File: src/srfc_pkg.sv
// ----------------------------------------------------------------------------
// srfc_pkg
// Shared types, constants and the CRC-16 byte update for the response frame
// checker.
// ----------------------------------------------------------------------------
`default_nettype none

package srfc_pkg;

  localparam logic [15:0] CrcStart = 16'hFFFF;
  localparam logic [15:0] CrcPoly  = 16'hA001;
  localparam logic [7:0]  FuncCode = 8'h03;
  localparam logic [7:0]  LenCode  = 8'h04;

  localparam logic [2:0]  PosFunc  = 3'd0;
  localparam logic [2:0]  PosLen   = 3'd1;
  localparam logic [2:0]  PosCrcLo = 3'd6;
  localparam logic [2:0]  PosLast  = 3'd7;

  localparam logic [1:0]  StatOk     = 2'd0;
  localparam logic [1:0]  StatHeader = 2'd1;
  localparam logic [1:0]  StatCrc    = 2'd2;

  // one received word held in the input register
  typedef struct packed {
    logic       valid;
    logic [7:0] data;
  } srfc_word_t;

  // reflected CRC-16 update by one byte
  function automatic logic [15:0] crc_feed(input logic [15:0] crc_in,
                                           input logic [7:0]  data);
    logic [15:0] c;
    c = crc_in ^ {8'h00, data};
    for (int k = 0; k < 8; k++) begin
      if (c[0]) begin
        c = (c >> 1) ^ CrcPoly;
      end else begin
        c = c >> 1;
      end
    end
    return c;
  endfunction

endpackage

`default_nettype wire

File: src/srfc_in_reg.sv
// ----------------------------------------------------------------------------
// srfc_in_reg
// Input register: captures one received word and holds it until the frame
// logic takes it.
// ----------------------------------------------------------------------------
`default_nettype none

module srfc_in_reg (
  input  logic               clk_i,
  input  logic               rst_ni,
  input  logic               in_valid_i,
  output logic               in_stall_o,
  input  logic [7:0]         data_byte_i,
  input  logic               take_i,
  output srfc_pkg::srfc_word_t word_o
);
  import srfc_pkg::*;

  logic       valid_q, valid_d;
  logic [7:0] data_q;
  logic       accept;

  assign in_stall_o = valid_q & ~take_i;
  assign accept     = in_valid_i & ~in_stall_o;

  always_comb begin
    valid_d = valid_q;
    if (accept) begin
      valid_d = 1'b1;
    end else if (take_i) begin
      valid_d = 1'b0;
    end
  end

  always_ff @(posedge clk_i or negedge rst_ni) begin
    if (!rst_ni) begin
      valid_q <= 1'b0;
    end else begin
      valid_q <= valid_d;
    end
  end

  always_ff @(posedge clk_i) begin
    if (accept) begin
      data_q <= data_byte_i;
    end
  end

  assign word_o.valid = valid_q;
  assign word_o.data  = data_q;

endmodule

`default_nettype wire

File: src/srfc_frame.sv
// ----------------------------------------------------------------------------
// srfc_frame
// Frame state (position, CRC, payload, header check) and the result
// register.
// ----------------------------------------------------------------------------
`default_nettype none

module srfc_frame (
  input  logic                 clk_i,
  input  logic                 rst_ni,
  input  srfc_pkg::srfc_word_t word_i,
  output logic                 take_o,
  output logic                 out_valid_o,
  input  logic                 out_stall_i,
  output logic [31:0]          reading_o,
  output logic [1:0]           status_o
);
  import srfc_pkg::*;

  logic [2:0]  pos_q, pos_d;
  logic [15:0] crc_q, crc_d;
  logic [31:0] shift_q, shift_d;
  logic        hdr_q, hdr_d;
  logic [7:0]  lowb_q, lowb_d;
  logic        out_valid_q, out_valid_d;
  logic [31:0] reading_q, reading_d;
  logic [1:0]  status_q, status_d;
  logic        out_free;
  logic        last;
  logic [15:0] got;

  assign out_free = ~out_valid_q | ~out_stall_i;
  assign last     = (pos_q == PosLast);
  assign take_o   = word_i.valid & (~last | out_free);
  assign got      = {word_i.data, lowb_q};

  always_comb begin
    pos_d       = pos_q;
    crc_d       = crc_q;
    shift_d     = shift_q;
    hdr_d       = hdr_q;
    lowb_d      = lowb_q;
    reading_d   = reading_q;
    status_d    = status_q;
    out_valid_d = out_valid_q & out_stall_i;
    if (take_o) begin
      if (pos_q < PosCrcLo) begin
        crc_d = crc_feed(crc_q, word_i.data);
      end
      if ((pos_q == PosFunc && word_i.data != FuncCode) ||
          (pos_q == PosLen && word_i.data != LenCode)) begin
        hdr_d = 1'b0;
      end
      if (pos_q inside {[3'd2:3'd5]}) begin
        shift_d = {shift_q[23:0], word_i.data};
      end
      if (pos_q == PosCrcLo) begin
        lowb_d = word_i.data;
      end
      if (last) begin
        if (!hdr_q) begin
          status_d = StatHeader;
        end else if (got != crc_q) begin
          status_d = StatCrc;
        end else begin
          status_d = StatOk;
        end
        reading_d   = (hdr_q && got == crc_q) ? shift_q : 32'd0;
        out_valid_d = 1'b1;
        pos_d       = 3'd0;
        crc_d       = CrcStart;
        shift_d     = 32'd0;
        hdr_d       = 1'b1;
        lowb_d      = 8'd0;
      end else begin
        pos_d = pos_q + 3'd1;
      end
    end
  end

  always_ff @(posedge clk_i or negedge rst_ni) begin
    if (!rst_ni) begin
      pos_q       <= 3'd0;
      crc_q       <= CrcStart;
      shift_q     <= 32'd0;
      hdr_q       <= 1'b1;
      lowb_q      <= 8'd0;
      out_valid_q <= 1'b0;
    end else begin
      pos_q       <= pos_d;
      crc_q       <= crc_d;
      shift_q     <= shift_d;
      hdr_q       <= hdr_d;
      lowb_q      <= lowb_d;
      out_valid_q <= out_valid_d;
    end
  end

  always_ff @(posedge clk_i) begin
    reading_q <= reading_d;
    status_q  <= status_d;
  end

  assign out_valid_o = out_valid_q;
  assign reading_o   = reading_q;
  assign status_o    = status_q;

endmodule

`default_nettype wire

File: src/sensor_response_frame_checker_core.sv
// ----------------------------------------------------------------------------
// sensor_response_frame_checker_core
// Checks an eight-word sensor read response: header, CRC-16 and reading.
//
//   channel | direction | handshake             | payload
//   in      | sink      | in_valid_i/in_stall_o | data_byte_i
//   out     | source    | out_valid_o/out_stall_i | reading_o, status_o
//
// One word per cycle sustained while the result is not stalled; input register then frame
// logic and result register, so a result is registered after its last word leaves the input register.
// Reset returns the frame position, CRC and header flag to their start values; no clearing pass.
// A stalled result holds only the next frame's last word in the input
// register; the input stalls while that word waits.
// ----------------------------------------------------------------------------
`default_nettype none

module sensor_response_frame_checker_core (
  input  logic        clk_i,
  input  logic        rst_ni,
  input  logic        in_valid_i,
  output logic        in_stall_o,
  input  logic [7:0]  data_byte_i,
  output logic        out_valid_o,
  input  logic        out_stall_i,
  output logic [31:0] reading_o,
  output logic [1:0]  status_o
);
  import srfc_pkg::*;

  srfc_word_t word;
  logic       take;

  srfc_in_reg u_in_reg (
    .clk_i       (clk_i),
    .rst_ni      (rst_ni),
    .in_valid_i  (in_valid_i),
    .in_stall_o  (in_stall_o),
    .data_byte_i (data_byte_i),
    .take_i      (take),
    .word_o      (word)
  );

  srfc_frame u_frame (
    .clk_i       (clk_i),
    .rst_ni      (rst_ni),
    .word_i      (word),
    .take_o      (take),
    .out_valid_o (out_valid_o),
    .out_stall_i (out_stall_i),
    .reading_o   (reading_o),
    .status_o    (status_o)
  );

endmodule

`default_nettype wire
File: config.mk
export PLATFORM = sky130hd
export DESIGN_NAME = sensor_response_frame_checker_core
export DESIGN_NICKNAME = d
export VERILOG_FILES = /design/src/srfc_pkg.sv /design/src/srfc_in_reg.sv /design/src/srfc_frame.sv /design/src/sensor_response_frame_checker_core.sv
export SDC_FILE = /design/constraint.sdc
export NUM_CORES = 1
export LEC_CHECK = 0
export BUFFER_PORTS_ARGS = -buffer_cell sky130_fd_sc_hd__buf_2
export CORE_AREA = 2 2 98 100
export CTS_BUF_LIST = sky130_fd_sc_hd__clkbuf_4
export CTS_CLUSTER_DIAMETER = 120
export DETAILED_ROUTE_END_ITERATION = 6
export DIE_AREA = 0 0 100 102
export GPL_TIMING_DRIVEN = 0
export HOLD_SLACK_MARGIN = 0.1
export PLACE_DENSITY = 0.67
export SKIP_LAST_GASP = 1
export SYNTH_ARGS = -nofsm -noshare
export SYNTH_HDL_FRONTEND = slang
export SYNTH_HIERARCHICAL = 1
export SYNTH_SLANG_ARGS = --single-unit
File: constraint.sdc
create_clock -name clk_i -period 2.94 [get_ports clk_i]
set_input_delay 0.294 -clock clk_i [delete_from_list [all_inputs] [get_ports clk_i]]
set_output_delay 0.294 -clock clk_i [all_outputs]
set_load 0.1 [all_outputs]
# Word-level counts from Yosys, hierarchy flattened
# Cells that the tools add are included.
[totals]
reg_bits = 104
inputBits = 12
output_inout_bits = 36
[classes]
n_addsub = 1
order_cmp = 3
eq_ne = 7
muxes = 36
bitwise = 20
n_reduce_logical = 16
[op_table]
columns = ["op", "count"]
rows = [
  ["16-bit 2-to-1 mux", 24],
  ["32-bit 2-to-1 mux", 2],
  ["2-bit NOT with 3-bit output", 8],
  ["16-bit == test", 1],
  ["8-bit 2-to-1 mux", 2],
  ["16-bit inequality test", 1],
  ["16-bit by 8-bit bitwise XOR with 16-bit output", 1],
  ["2-bit AND reduction", 5],
  ["2-bit nonzero test", 5],
  ["8-bit by 2-bit inequality test with 1-bit output, second input constant", 1],
  ["8-bit by 3-bit inequality test with 1-bit output, second input constant", 1],
  ["3-bit == test, second input constant", 2],
  ["1-bit 2-to-1 mux", 6],
  ["1-bit NOT", 5],
  ["1-bit bitwise AND", 4],
  ["1-bit logical AND", 4],
  ["3-bit by 1-bit adder with 3-bit output, second input constant", 1],
  ["3-bit by 1-bit == test with 1-bit output, second input constant", 1],
  ["3-bit by 2-bit greater-or-equal comparator with 1-bit output, second input constant", 1],
  ["3-bit less-or-equal comparator, second input constant", 1],
  ["3-bit logical NOT", 1],
  ["3-bit less-than comparator, second input constant", 1],
  ["3-bit 2-to-1 mux", 1],
  ["2-bit 2-to-1 mux", 1],
  ["other kinds (2)", 3],
]

# Longest topological paths before layout
# Gate-level depths: netlist of run 1.
[depth]
word_depth = 33
ltp_mapped = 9
depth_no_buf = 8

# Cells and area by module
# The synthesis of run 1 kept the hierarchy.
[modules_own_cells]
columns = ["mod", "instances", "cells_per_inst", "area_per_inst_um2"]
rows = [
  ["srfc_frame", 1, 324, 4031.4],
  ["srfc_in_reg", 1, 14, 305.3],
]

# Least setup slack after synthesis of run 1
# Ideal clock, no wire load.
[synth_timing]
kind = "register to register"
startpoint = "register u_frame.out_valid_q, in the netlist u_frame/out_valid_o"
endpoint = "register u_frame.shift_q[0]"
setup_time_ps = 66
t_arrival_ps = 2637
required_ps = 2874
slack_ps = 236
stages_incl_launch_ff = 7
cell_sequence = "dfrtp_1 -> nand2_1 -> nand3_1 -> inv_1 -> a21oi_1 -> clkbuf_1 -> a22o_1"
[synth_between]
elab_chain_len = 5
[synth_rtl]
columns = ["element", "line", "source"]
rows = [
  ["start, declared", "srfc_frame.sv:25", "logic out_valid_q, out_valid_d;"],
  ["start signal, assigned", "srfc_frame.sv:95", "out_valid_q <= out_valid_d;"],
  ["1-bit NOT", "srfc_frame.sv:32", "assign out_free = ~out_valid_q | ~out_stall_i;"],
  ["1-bit bitwise OR", "srfc_frame.sv:32", ""],
  ["1-bit bitwise OR", "srfc_frame.sv:34", "assign take_o = word_i.valid & (~last | out_free);"],
  ["1-bit bitwise AND", "srfc_frame.sv:34", ""],
  ["2-bit AND reduction (no line)", "--", ""],
  ["end signal, assigned", "srfc_frame.sv:92", "shift_q <= shift_d;"],
  ["end, declared", "srfc_frame.sv:22", "logic [31:0] shift_q, shift_d;"],
]
# Every way passes these cells.
# A chain may end at the register's enable or synchronous reset.

# Final worst setup path of run 1
[layout_timing]
startpoint = "register u_frame.pos_q[0]"
endpoint = "register u_frame.status_q[1], in the netlist u_frame/status_o[1] (enable)"
[layout_between]
elab_chain_len = 5
[layout_rtl]
columns = ["element", "line", "source"]
rows = [
  ["start, declared", "srfc_frame.sv:20", "logic [2:0] pos_q, pos_d;"],
  ["start signal, assigned", "srfc_frame.sv:90", "pos_q <= pos_d;"],
  ["3-bit == test (*)", "srfc_frame.sv:33", "assign last = (pos_q == PosLast);"],
  ["via u_frame.last", "srfc_frame.sv:29", "logic last;"],
  ["1-bit NOT", "srfc_frame.sv:34", ""],
  ["1-bit bitwise OR", "srfc_frame.sv:34", ""],
  ["1-bit bitwise AND", "srfc_frame.sv:34", ""],
  ["2-bit AND reduction (no line) (*)", "--", ""],
  ["end signal, assigned", "srfc_frame.sv:101", "status_q <= status_d;"],
  ["end, declared", "srfc_frame.sv:27", "logic [1:0] status_q, status_d;"],
]
# The timed path passes the listed nets; every way through them passes the cells marked *.

==> results of run 1 <==
## power by group through the flow
stage	Sequential (mW)	Clock, mW	Combinational [mW]
6_report	2.38	0.675	2.11
5_1_grt	2.43	0.752	2.34
4_1_cts	2.38	0.692	2.12
3_5_place_dp	2.41	0	2.10
3_3_place_gp	2.40	0	2.04
2_1_floorplan	2.53	0	1.52
## cell families (layout without fill, tap and decap cells)
kind of cell             count (synthesis)  count (layout)  synth area share
AO/OA/AOI/OAI                           62              62             0.101
AND/OR/NAND/NOR                         99              99             0.116
flip-flops                             104             104             0.653
adder cells (fa/ha/maj)                  6               6            0.0173
XOR/XNOR                                37              37            0.0848
buffers and inverters                   30             108            0.0280
## metrics by stage
step                utilization  instance area, um^2  setup WS [ns]  total power, mW
CTS                       0.543                 4940        0.00313             5.19
detailed placement        0.517                 4710        -0.0942             4.51
global placement          0.517                 4710         0.0176             4.43
global route              0.546                 4980          0.181             5.52
finish                    0.546                 4980          0.371             5.17
floorplan                     -                 4340          0.236             4.05
## worst min-delay path by stage
stage,from,to,cells after the start
2_1_floorplan,rst_ni,u_frame/lowb_q[0]$_DFFE_PN0P_,0
3_3_place_gp,data_byte_i[7],u_in_reg/data_q[7]$_DFFE_PP_,1
3_5_place_dp,data_byte_i[7],u_in_reg/data_q[7]$_DFFE_PP_,1
4_1_cts,rst_ni,u_frame/shift_q[15]$_DFFE_PN0P_,1
5_1_grt,rst_ni,u_frame/shift_q[14]$_DFFE_PN0P_,2
6_report,rst_ni,u_frame/shift_q[14]$_DFFE_PN0P_,2
## registers in the layout, summed over array words and instances, names as in the netlist, 2 cells and up
signal and count:
u_frame/crc_q 16, u_frame/reading_o 32, u_in_reg/data_q 8, u_frame/shift_q 32
u_frame/lowb_q 8, u_frame/pos_q 3, u_frame/status_o 2
## layer usage
metal | up-vias | share of wire | routed length, um
li1 | 1349 | - | -
met1 | 1357 | 0.46 | 3860
met2 | 62 | 0.49 | 4030
met3 | 11 | 0.033 | 278
met4 | 0 | 0.016 | 137
met5 | - | 0 | 0
## layout make-up
type | instances | area (um^2) | share of cell area
multi-input combinational | 204 | 1380 | 0.278
timing repair buffer | 61 | 370 | 0.0744
clock inverter | 5 | 40.0 | 0.00804
inverter | 8 | 33.8 | 0.00679
buffer | 22 | 91.3 | 0.0184
tap | 111 | 139 | 0.0279
sequential | 104 | 2830 | 0.569
timing repair inverter | 1 | 5.00 | 0.00101
clock buffer | 11 | 82.6 | 0.0166
## cell usage in the layout, fill, tap and decap left out, types with 4 or more instances in the layout
| master | instances |
|---|---|
| o21ai_0 | 15 |
| dfrtp_1 | 45 |
| edfxtp_1 | 42 |
| buf_2 | 47 |
| clkbuf_1 | 19 |
| buf_4 | 6 |
| xnor2_1 | 29 |
| clkbuf_4 | 11 |
| ha_1 | 6 |
| nor2_1 | 15 |
| and3_1 | 33 |
| inv_1 | 7 |
| nand4_1 | 5 |
| a22o_1 | 32 |
| nand2_1 | 32 |
| a21oi_1 | 13 |
| nand3_1 | 7 |
| xor2_1 | 4 |
| dlygate4sd3_1 | 11 |
| dfstp_2 | 17 |
## repair_timing
item                                    in CTS  in global routing
endpoints found under the setup margin      30                 30
gates resized for setup                      1                  0
endpoints found under the hold margin       10                 45
hold buffers                                10                  1
setup buffers                                0                  3
gates cloned                                 1                  0
## worst reg2reg max path, cell delays in order, from the launching register on
cell,delay [ns]
dfrtp_1,0.45
ha_1,0.22
ha_1,0.21
nand3_1,0.37
clkinvlp_2,0.83
==> impl_metrics.json, run 1 <==
{
  "drtPass1Iterations": 4,
  "htree_num_levels": 3,
  "io-pin-count": 48,
  "cellPowerDensity_mw_per_mm2": 1040,
  "async_reset_ff_frac": 0.596,
  "initial_utilization": 0.476,
  "final_nets": 429,
  "synth_common_cells": "45 x dfrtp_1, 42 x edfxtp_1, 33 x and3_1",
  "gp_congestion": 0.800,
  "die_w_um": 100,
  "ys_seq_elements": 104,
  "busiest_layer": "met2",
  "grtUsageTotal": 0.177,
  "crit_chain": "ha_1 > ha_1 > nand3_1 > clkinvlp_2",
  "synth_edf_count": 42,
  "worstPathArrival_ns": 2.52,
  "max_stage_delay_ns": 0.83,
  "rsz0062_at_grt": "no",
  "clock_skew_ns": 0.0251,
  "port_buffers": 47,
  "internal-power_mw": 3.16,
  "crit_required_ns": 2.89,
  "setup_viol": 0,
  "grt_util_met1": 0.236,
  "finalCriticalPeriod_ns": 2.57,
  "holdWs_ns": 0.440,
  "slew_viol_final": 0,
  "swShare": 0.388,
  "grt_max_degree": 63,
  "die_y_um": 102,
  "syn_area_mm2": 0.00434,
  "clk_latency_ns": 0.46,
  "cts.sink_count": 104,
  "wl_per_cell_um": 15.8,
  "outcome": "finished clean",
  "r2r_cells": 4,
  "nFillCells": 782,
  "crit_top_cell": "ha_1",
  "path_buf_inv": 1,
  "cts_buffers": 9,
  "syn_nets": 356,
  "clkPwrFrac": 0.131,
  "overflow": 0,
  "dpl.hpwl_um": 5580,
  "ctsRootBufferMaster": "clkbuf_4",
  "cp.depth": 4,
  "cts_buffer_depth": 2,
  "yosysTopAreaCellShare": 0.291,
  "ys_warn_count": 6,
  "setup_tns_ns": 0,
  "route.detailed.drc": 0,
  "critical_path.top_delay_family": "buffers and inverters",
  "power.leakage_nw": 2.24,
  "slew-limit-headroom": 0.323,
  "grt_pass1_wl_um": 13800,
  "synth_flop_cell": "dfrtp_1",
  "synth_area_leaders": "edfxtp_1 29%, dfrtp_1 26%, dfstp_2 10%, a22o_1 6.5%, xnor2_1 5.9%",
  "worst_setup_path_end_kind": "register",
  "p_seq_frac": 0.461,
  "crit_fanout": 17,
  "crit_path_start_kind": "register",
  "area_growth_pct": 14.8,
  "worst_slew_pin_slew_ns": 1.01,
  "synth.distinct_cells": 29,
  "fmaxAchievable_ghz": 0.389,
  "clkSlewWorstSetupHoldPaths_ns": 0.16,
  "hold_class": "input port to async pin",
  "hold_viol": 0,
  "p_comb_frac": 0.409,
  "routed_via_density": 5.27,
  "layout-drive-gt1-share": 0.224,
  "use_met3": 0.0301,
  "period_share": 0.874,
  "dp_cells": 496,
  "wirelength_um": 8310,
  "syn_inst": 338,
  "antenna_found_initial": 0,
  "ir_drop_uv": 737,
  "cpMaxStageDelayCell": "clkinvlp_2",
  "crit_end": "u_frame/status_o[1]$_SDFFCE_PN0P_",
  "use_met2": 0.295,
  "fp.coreArea_mm2": 0.00911,
  "p_switching_mw": 2.01,
  "final_cells": 527,
  "via_count": 2779,
  "grt_pass1_vias": 2714,
  "synth_top_area_cell": "edfxtp_1",
  "std_cell_rows": 35,
  "cap_violations": 0,
  "yosysMostFrequentCell": "dfrtp_1",
  "reg2reg_setup_slack_ns": 0.37,
  "reg2reg_to": "u_frame/status_o[1]$_SDFFCE_PN0P_",
  "startpoint": "u_frame/pos_q[0]$_DFFE_PN0P_",
  "num_antenna_cells": 0,
  "die_area_mm2": 0.0102,
  "drt_iter0_drc": 112,
  "ant_nets": 0,
  "r2r_start": "u_frame/pos_q[0]$_DFFE_PN0P_",
  "ys_seq_area_frac": 0.653,
  "crit_type": "register to register",
  "synth.avg_cell_area_um2": 12.8,
  "cts_tree": "yes"
}
(Power assumes the default switching activity.)
==> run 2, diff against run 1 <==
Settings changed: CORE_AREA 2 2 98 100 to 2 2 97 99, DIE_AREA 0 0 100 102 to 0 0 99 101, SYNTH_HIERARCHICAL 1 to unset.
==> impl_metrics.json, run 2 <==
{
  "fin_area_mm2": 0.00487,
  "muxShareOfSynthArea": 0.00529,
  "cellPowerDensity_mw_per_mm2": 1030,
  "synth_compound_area_frac": 0.125,
  "crit_required_ns": 3.32,
  "synth.distinct_cells": 34,
  "fmaxAchievable_ghz": 0.381,
  "swShare": 0.385,
  "syn_area_mm2": 0.00426,
  "die_w_um": 99,
  "crit_type": "register to register",
  "slew-limit-headroom": 0.184,
  "p_seq_frac": 0.476,
  "grt_pass1_vias": 2588,
  "drtPass1Iterations": 4,
  "io-pin-count": 48,
  "synth.avg_cell_area_um2": 14.2,
  "synth_top_area_cell": "edfxtp_1",
  "use_met3": 0.0513,
  "gp_congestion": 0.794,
  "htree_num_levels": 3,
  "clkSlewWorstSetupHoldPaths_ns": 0.15,
  "cts.sink_count": 104,
  "antenna_found_initial": 0,
  "synth-xor-area-share": 0.0864,
  "p_switching_mw": 1.93,
  "use_met2": 0.284,
  "cap_violations": 0,
  "crit_path_start_kind": "register",
  "internal-power_mw": 3.08,
  "ys_warn_count": 0,
  "dpl.hpwl_um": 5510,
  "synthAdderAreaFrac": 0.0147,
  "hold_class": "input port to async pin",
  "multi_input_area_mm2": 0.00134,
  "p_comb_frac": 0.388,
  "area_growth_pct": 14.4,
  "busiest_layer": "met2",
  "synth_top_family_by_area": "compound AO/OA/AOI/OAI gates",
  "layout-drive-gt1-share": 0.230,
  "grt_util_met1": 0.224,
  "finalCriticalPeriod_ns": 2.63,
  "route.detailed.drc": 0,
  "routed_via_density": 5.47,
  "synth_edf_count": 42,
  "ant_nets": 0,
  "overflow": 0,
  "grt_max_degree": 63,
  "finalCoreUtilization": 0.543,
  "layout_commonest_cell": "buf_2",
  "grtUsageTotal": 0.172,
  "yosysTopAreaCellShare": 0.296,
  "port_buffers": 47,
  "ctsRootBufferMaster": "clkbuf_4",
  "via_count": 2653,
  "slew_viol_final": 0,
  "wl_per_cell_um": 16.4,
  "ys_seq_elements": 104,
  "crit_top_cell": "ha_1",
  "std_cell_rows": 35,
  "synth_common_cells": "45 x dfrtp_1, 42 x edfxtp_1, 40 x a22o_1",
  "crit_chain": "ha_1 > ha_1 > inv_1 > o21ai_1 > a31oi_1 > clkbuf_1 > nor2_1 > a21oi_1",
  "async_reset_ff_frac": 0.596,
  "cts_buffers": 9,
  "r2r_cells": 8,
  "final_nets": 386,
  "syn_inst": 300,
  "fp.coreArea_mm2": 0.00898,
  "clkPwrFrac": 0.135,
  "outcome": "finished clean",
  "yosysMostFrequentCell": "dfrtp_1",
  "postPlaceCellArea_mm2": 0.00463,
  "final_cell_mix": "46 x buf_2, 45 x dfrtp_1, 42 x edfxtp_1, 40 x a22o_1, 33 x and3_1",
  "grt_pass1_wl_um": 13200,
  "reg2reg_setup_slack_ns": 0.31,
  "cpMaxStageDelayCell": "a31oi_1",
  "synth_area_leaders": "edfxtp_1 30%, dfrtp_1 26%, dfstp_2 10%, a22o_1 8.2%, xnor2_1 5.8%",
  "cts_buffer_depth": 2,
  "crit_fanout": 10,
  "period_share": 0.893,
  "synth_flop_cell": "dfrtp_1",
  "cts_tree": "yes",
  "postCtsSetupBuffers": 0,
  "nFillCells": 739,
  "worst_slew_pin_slew_ns": 1.22,
  "die_area_mm2": 0.0100,
  "worstPathArrival_ns": 3.01,
  "num_antenna_cells": 0,
  "ir_drop_uv": 884,
  "die_y_um": 101,
  "ys_seq_area_frac": 0.665,
  "initial_utilization": 0.474,
  "wirelength_um": 7960,
  "regArea_mm2": 0.00283,
  "drt_iter0_drc": 108,
  "clk_latency_ns": 0.45,
  "power.leakage_nw": 2.10,
  "syn_nets": 317,
  "max_stage_delay_ns": 0.62,
  "clock_skew_ns": 0.0210,
  "yosys.area_share.simple": 0.0837,
  "holdWs_ns": 0.453,
  "setup_tns_ns": 0,
  "setup_viol": 0,
  "hold_viol": 0,
  "worst_setup_path_end_kind": "register",
  "rsz0062_at_grt": "no"
}
-- run 2: cell count changes after synthesis, moves of 4 or more --
cell and change:
a21oi_1 -5, o21ai_0 -11, clkbuf_1 -4, nor2_1 -5, nand3_1 -6, o22a_1 +9, nand2_1 -27, a22o_1 +8
-- run 2: metrics by stage --
step | worst slack (ns) | power [mW] | std cells
2_1_floorplan | 0.705 | 3.96 | 300
3_3_place_gp | 0.390 | 4.31 | 458
3_5_place_dp | 0.362 | 4.37 | 458
4_1_cts | 0.312 | 5.05 | 484
5_1_grt | 0.143 | 5.34 | 485
6_report | 0.314 | 5.01 | 485
-- run 2: power by group through the flow --
stage          registers [mW]  logic, mW  clock network, mW
2_1_floorplan            2.64       1.32                  0
5_1_grt                  2.44       2.14              0.768
6_report                 2.39       1.95              0.679
3_3_place_gp             2.40       1.91                  0
3_5_place_dp             2.42       1.95                  0
4_1_cts                  2.39       1.96              0.700
-- run 2: area by class of cell --
cell class / count / area share
clock inverters: 6 / 0.0108
flip-flops and latches: 104 / 0.582
plain buffers: 16 / 0.0123
well taps: 111 / 0.0285
inverters: 6 / 0.00462
repair buffers: 58 / 0.0714
multi-input cells: 174 / 0.275
clock buffers: 10 / 0.0154
-- run 2: cells by family after synthesis --
group,Yosys count
flip-flops,104
AO/OA/AOI/OAI,67
AND/OR/NAND/NOR,63
XOR/XNOR,37
buffers and inverters,22
adder cells (fa/ha/maj),5
multiplexers,2
-- run 2: critical path: cells and delay by family (launching register included) --
kind                       cells  cell delay, ns
adders and majority gates      2            0.45
and+or+nand+nor                1            0.08
buffers and inverters          2            0.57
DFF                            1            0.49
AOI/OAI and AO/OA              3            0.98
-- run 2: final timing paths --
kind                                                 start                               to
max                           u_frame.pos_q[1]$_DFFE_PN0P_    u_frame.crc_q[10]$_DFFE_PN1P_
min                                                 rst_ni    u_frame.lowb_q[6]$_DFFE_PN0P_
max reg2reg                   u_frame.pos_q[1]$_DFFE_PN0P_    u_frame.crc_q[10]$_DFFE_PN1P_
min reg2reg                u_frame.shift_q[25]$_DFFE_PN0P_  u_frame.shift_q[25]$_DFFE_PN0P_
max in group asynchronous                           rst_ni    u_frame.lowb_q[3]$_DFFE_PN0P_
min in group clk_i         u_frame.shift_q[25]$_DFFE_PN0P_  u_frame.shift_q[25]$_DFFE_PN0P_
-- run 2: timing repair --
item                      4_1_cts  5_1_grt
hold endpoints to repair       10       45
gates resized for setup         0        0
hold buffers                   10        1
-- run 2: metal layers --
layer / up-vias / part of all wire
li1: 1255 / -
met1: 1326 / 0.45
met2: 61 / 0.50
met3: 11 / 0.038
met4: 0 / 0.013
met5: - / 0
==> run 3, diff against run 2 <==
Settings changed: ABC_AREA set to 1, CORE_AREA 2 2 97 99 to 2 2 100 102, DIE_AREA 0 0 99 101 to 0 0 102 104.
==> impl_metrics.json, run 3 <==
{
  "cap_violations": 0,
  "yosysTopAreaCellShare": 0.276,
  "cts.sink_count": 104,
  "slew-limit-headroom": 0.481,
  "grt_max_degree": 63,
  "synth_area_leaders": "edfxtp_1 28%, dfrtp_1 25%, dfstp_2 9.8%, nand2_1 5.8%, inv_1 5.6%",
  "crit_fanout": 34,
  "overflow": 0,
  "crit_required_ns": 2.94,
  "power.leakage_nw": 2.39,
  "ys_seq_area_frac": 0.619,
  "synth_edf_count": 42,
  "ys_seq_elements": 104,
  "cts_buffers": 9,
  "worst_setup_path_end_kind": "register",
  "final_cell_mix": "71 x nand2_1, 67 x inv_1, 56 x nor2_1, 49 x buf_2, 45 x dfrtp_1",
  "syn_inst": 453,
  "layout-drive-gt1-share": 0.245,
  "worst_slew_pin_slew_ns": 0.779,
  "fp.coreArea_mm2": 0.00955,
  "ctsRootBufferMaster": "clkbuf_4",
  "syn_area_mm2": 0.00458,
  "slew_viol_final": 0,
  "die_y_um": 104,
  "synth_top_area_cell": "edfxtp_1",
  "total_power_mw": 4.83,
  "cts_buffer_depth": 2,
  "initial_utilization": 0.479,
  "yosysMostFrequentCell": "nand2_1",
  "ir_drop_uv": 486,
  "layout_commonest_cell": "nand2_1",
  "ys_warn_count": 0,
  "rsz0062_at_grt": "no",
  "regArea_mm2": 0.00283,
  "io-pin-count": 48,
  "synth_flop_cell": "dfrtp_1",
  "clkSlewWorstSetupHoldPaths_ns": 0.16,
  "grt_pass1_wl_um": 15000,
  "period_share": 0.825,
  "die_area_mm2": 0.0106,
  "outcome": "finished clean",
  "area_growth_pct": 14.7,
  "via_count": 3158,
  "synth.distinct_cells": 30,
  "async_reset_ff_frac": 0.596,
  "r2r_cells": 7,
  "setup_viol": 0,
  "clk_latency_ns": 0.45,
  "setup_tns_ns": 0,
  "antenna_found_initial": 0,
  "crit_path_start_kind": "register",
  "postPlaceCellArea_mm2": 0.00498,
  "ant_nets": 0,
  "drt_iter0_drc": 117,
  "syn_nets": 470,
  "port_buffers": 47,
  "grt_pass1_vias": 3197,
  "std_cell_rows": 36,
  "wirelength_um": 8520,
  "hold_viol": 0,
  "num_antenna_cells": 0,
  "clock_skew_ns": 0.0135,
  "final_nets": 539,
  "route.detailed.drc": 0,
  "gp_congestion": 0.848,
  "synth.avg_cell_area_um2": 10.1,
  "worstPathArrival_ns": 2.43,
  "routed_via_density": 4.78,
  "cts_tree": "yes",
  "die_w_um": 102,
  "grtUsageTotal": 0.177,
  "hold_class": "input port to async pin",
  "postCtsSetupBuffers": 0,
  "crit_type": "register to register",
  "drtPass1Iterations": 5,
  "multi_input_area_mm2": 0.00138,
  "fin_area_mm2": 0.00525,
  "nFillCells": 863,
  "wl_per_cell_um": 12.9,
  "cellPowerDensity_mw_per_mm2": 920,
  "finalCriticalPeriod_ns": 2.42,
  "htree_num_levels": 3,
  "synth_common_cells": "71 x nand2_1, 68 x inv_1, 57 x nor2_1",
  "fmaxAchievable_ghz": 0.412,
  "dpl.hpwl_um": 6200
}
-- run 3: cell types whose count changed in the layout (fill, tap and decap cells not counted), moves of 17 or more --
cell / delta
nand2_2: +19
nor2_1: +46
o22ai_1: +34
nand2_1: +66
and3_1: -33
o21ai_0: +17
inv_1: +61
xnor2_1: -19
a22o_1: -40
-- run 3: repair_timing --
action                                 4_1_cts  5_1_grt
resized for setup                            0        1
hold buffers                                11        0
setup endpoints to repair                    0       34
endpoints found under the hold margin       55        0
-- run 3: logic make-up after synthesis --
logic type | Yosys count | share of synthesized area
adders and majority gates | 5 | 0.0137
DFF | 104 | 0.619
buffers and inverters | 90 | 0.0795
muxes | 5 | 0.0123
xor gates and xnor gates | 14 | 0.0268
and+or+nand+nor | 167 | 0.161
AOI/OAI and AO/OA | 68 | 0.0878
-- run 3: layout make-up --
cell class / count / area share
timing repair buffer: 58 / 0.0663
inverter: 78 / 0.0565
clock buffer: 10 / 0.0143
tap: 133 / 0.0317
buffer: 12 / 0.0136
sequential: 104 / 0.540
clock inverter: 6 / 0.0145
multi-input combinational: 259 / 0.263
-- run 3: metrics by stage --
step | cells | utilization | worst slack, ns | hold slack, ns
after global placement | 633 | 0.522 | 0.271 | 0.470
after CTS | 660 | 0.549 | 0.176 | 0.464
after global routing | 660 | 0.550 | 0.248 | 0.517
after floorplan | 453 | - | 0.269 | -0.00159
after detailed placement | 633 | 0.522 | 0.203 | 0.438
final | 660 | 0.550 | 0.516 | 0.453
-- run 3: worst paths after layout --
check / from / end / slack (ns)
min in group clk_i: u_frame.hdr_q$_DFFE_PN1P_ / u_frame.hdr_q$_DFFE_PN1P_ / 0.51
max in group asynchronous: rst_ni / u_frame.lowb_q[4]$_DFFE_PN0P_ / 1.99
hold / removal: rst_ni / u_frame.shift_q[29]$_DFFE_PN0P_ / 0.45
hold reg to reg: u_frame.hdr_q$_DFFE_PN1P_ / u_frame.hdr_q$_DFFE_PN1P_ / 0.51
setup reg to reg: u_frame.pos_q[1]$_DFFE_PN0P_ / u_frame.reading_o[5]$_SDFFCE_PN0P_ / 0.52
setup / recovery: u_frame.pos_q[1]$_DFFE_PN0P_ / u_frame.reading_o[5]$_SDFFCE_PN0P_ / 0.52
-- run 3: where the power goes --
| group | leakage (nW) | switching [mW] | internal (mW) |
|---|---|---|---|
| combinational | 1.16 | 1.19 | 0.612 |
| clock | 0.0771 | 0.478 | 0.284 |
| sequential | 1.15 | 0.251 | 2.01 |
| total | 2.39 | 1.92 | 2.91 |
-- run 3: layer usage --
layer | wire length (um) | track usage | vias up
met1 | 3820 | 0.220 | 1494
met5 | 0 | 0 | -
li1 | - | - | 1600
met3 | 243 | 0.0296 | 8
met2 | 4380 | 0.313 | 56
met4 | 74 | 0.0524 | 0
-- run 3: worst max-delay path, stage by stage, from the launching register on --
cell        delay, ns
dfrtp_1          0.42
ha_1             0.17
ha_1             0.20
nand3_1          0.14
nand2_1          0.14
inv_1            0.13
nand2_1          0.18
clkinvlp_4       0.57
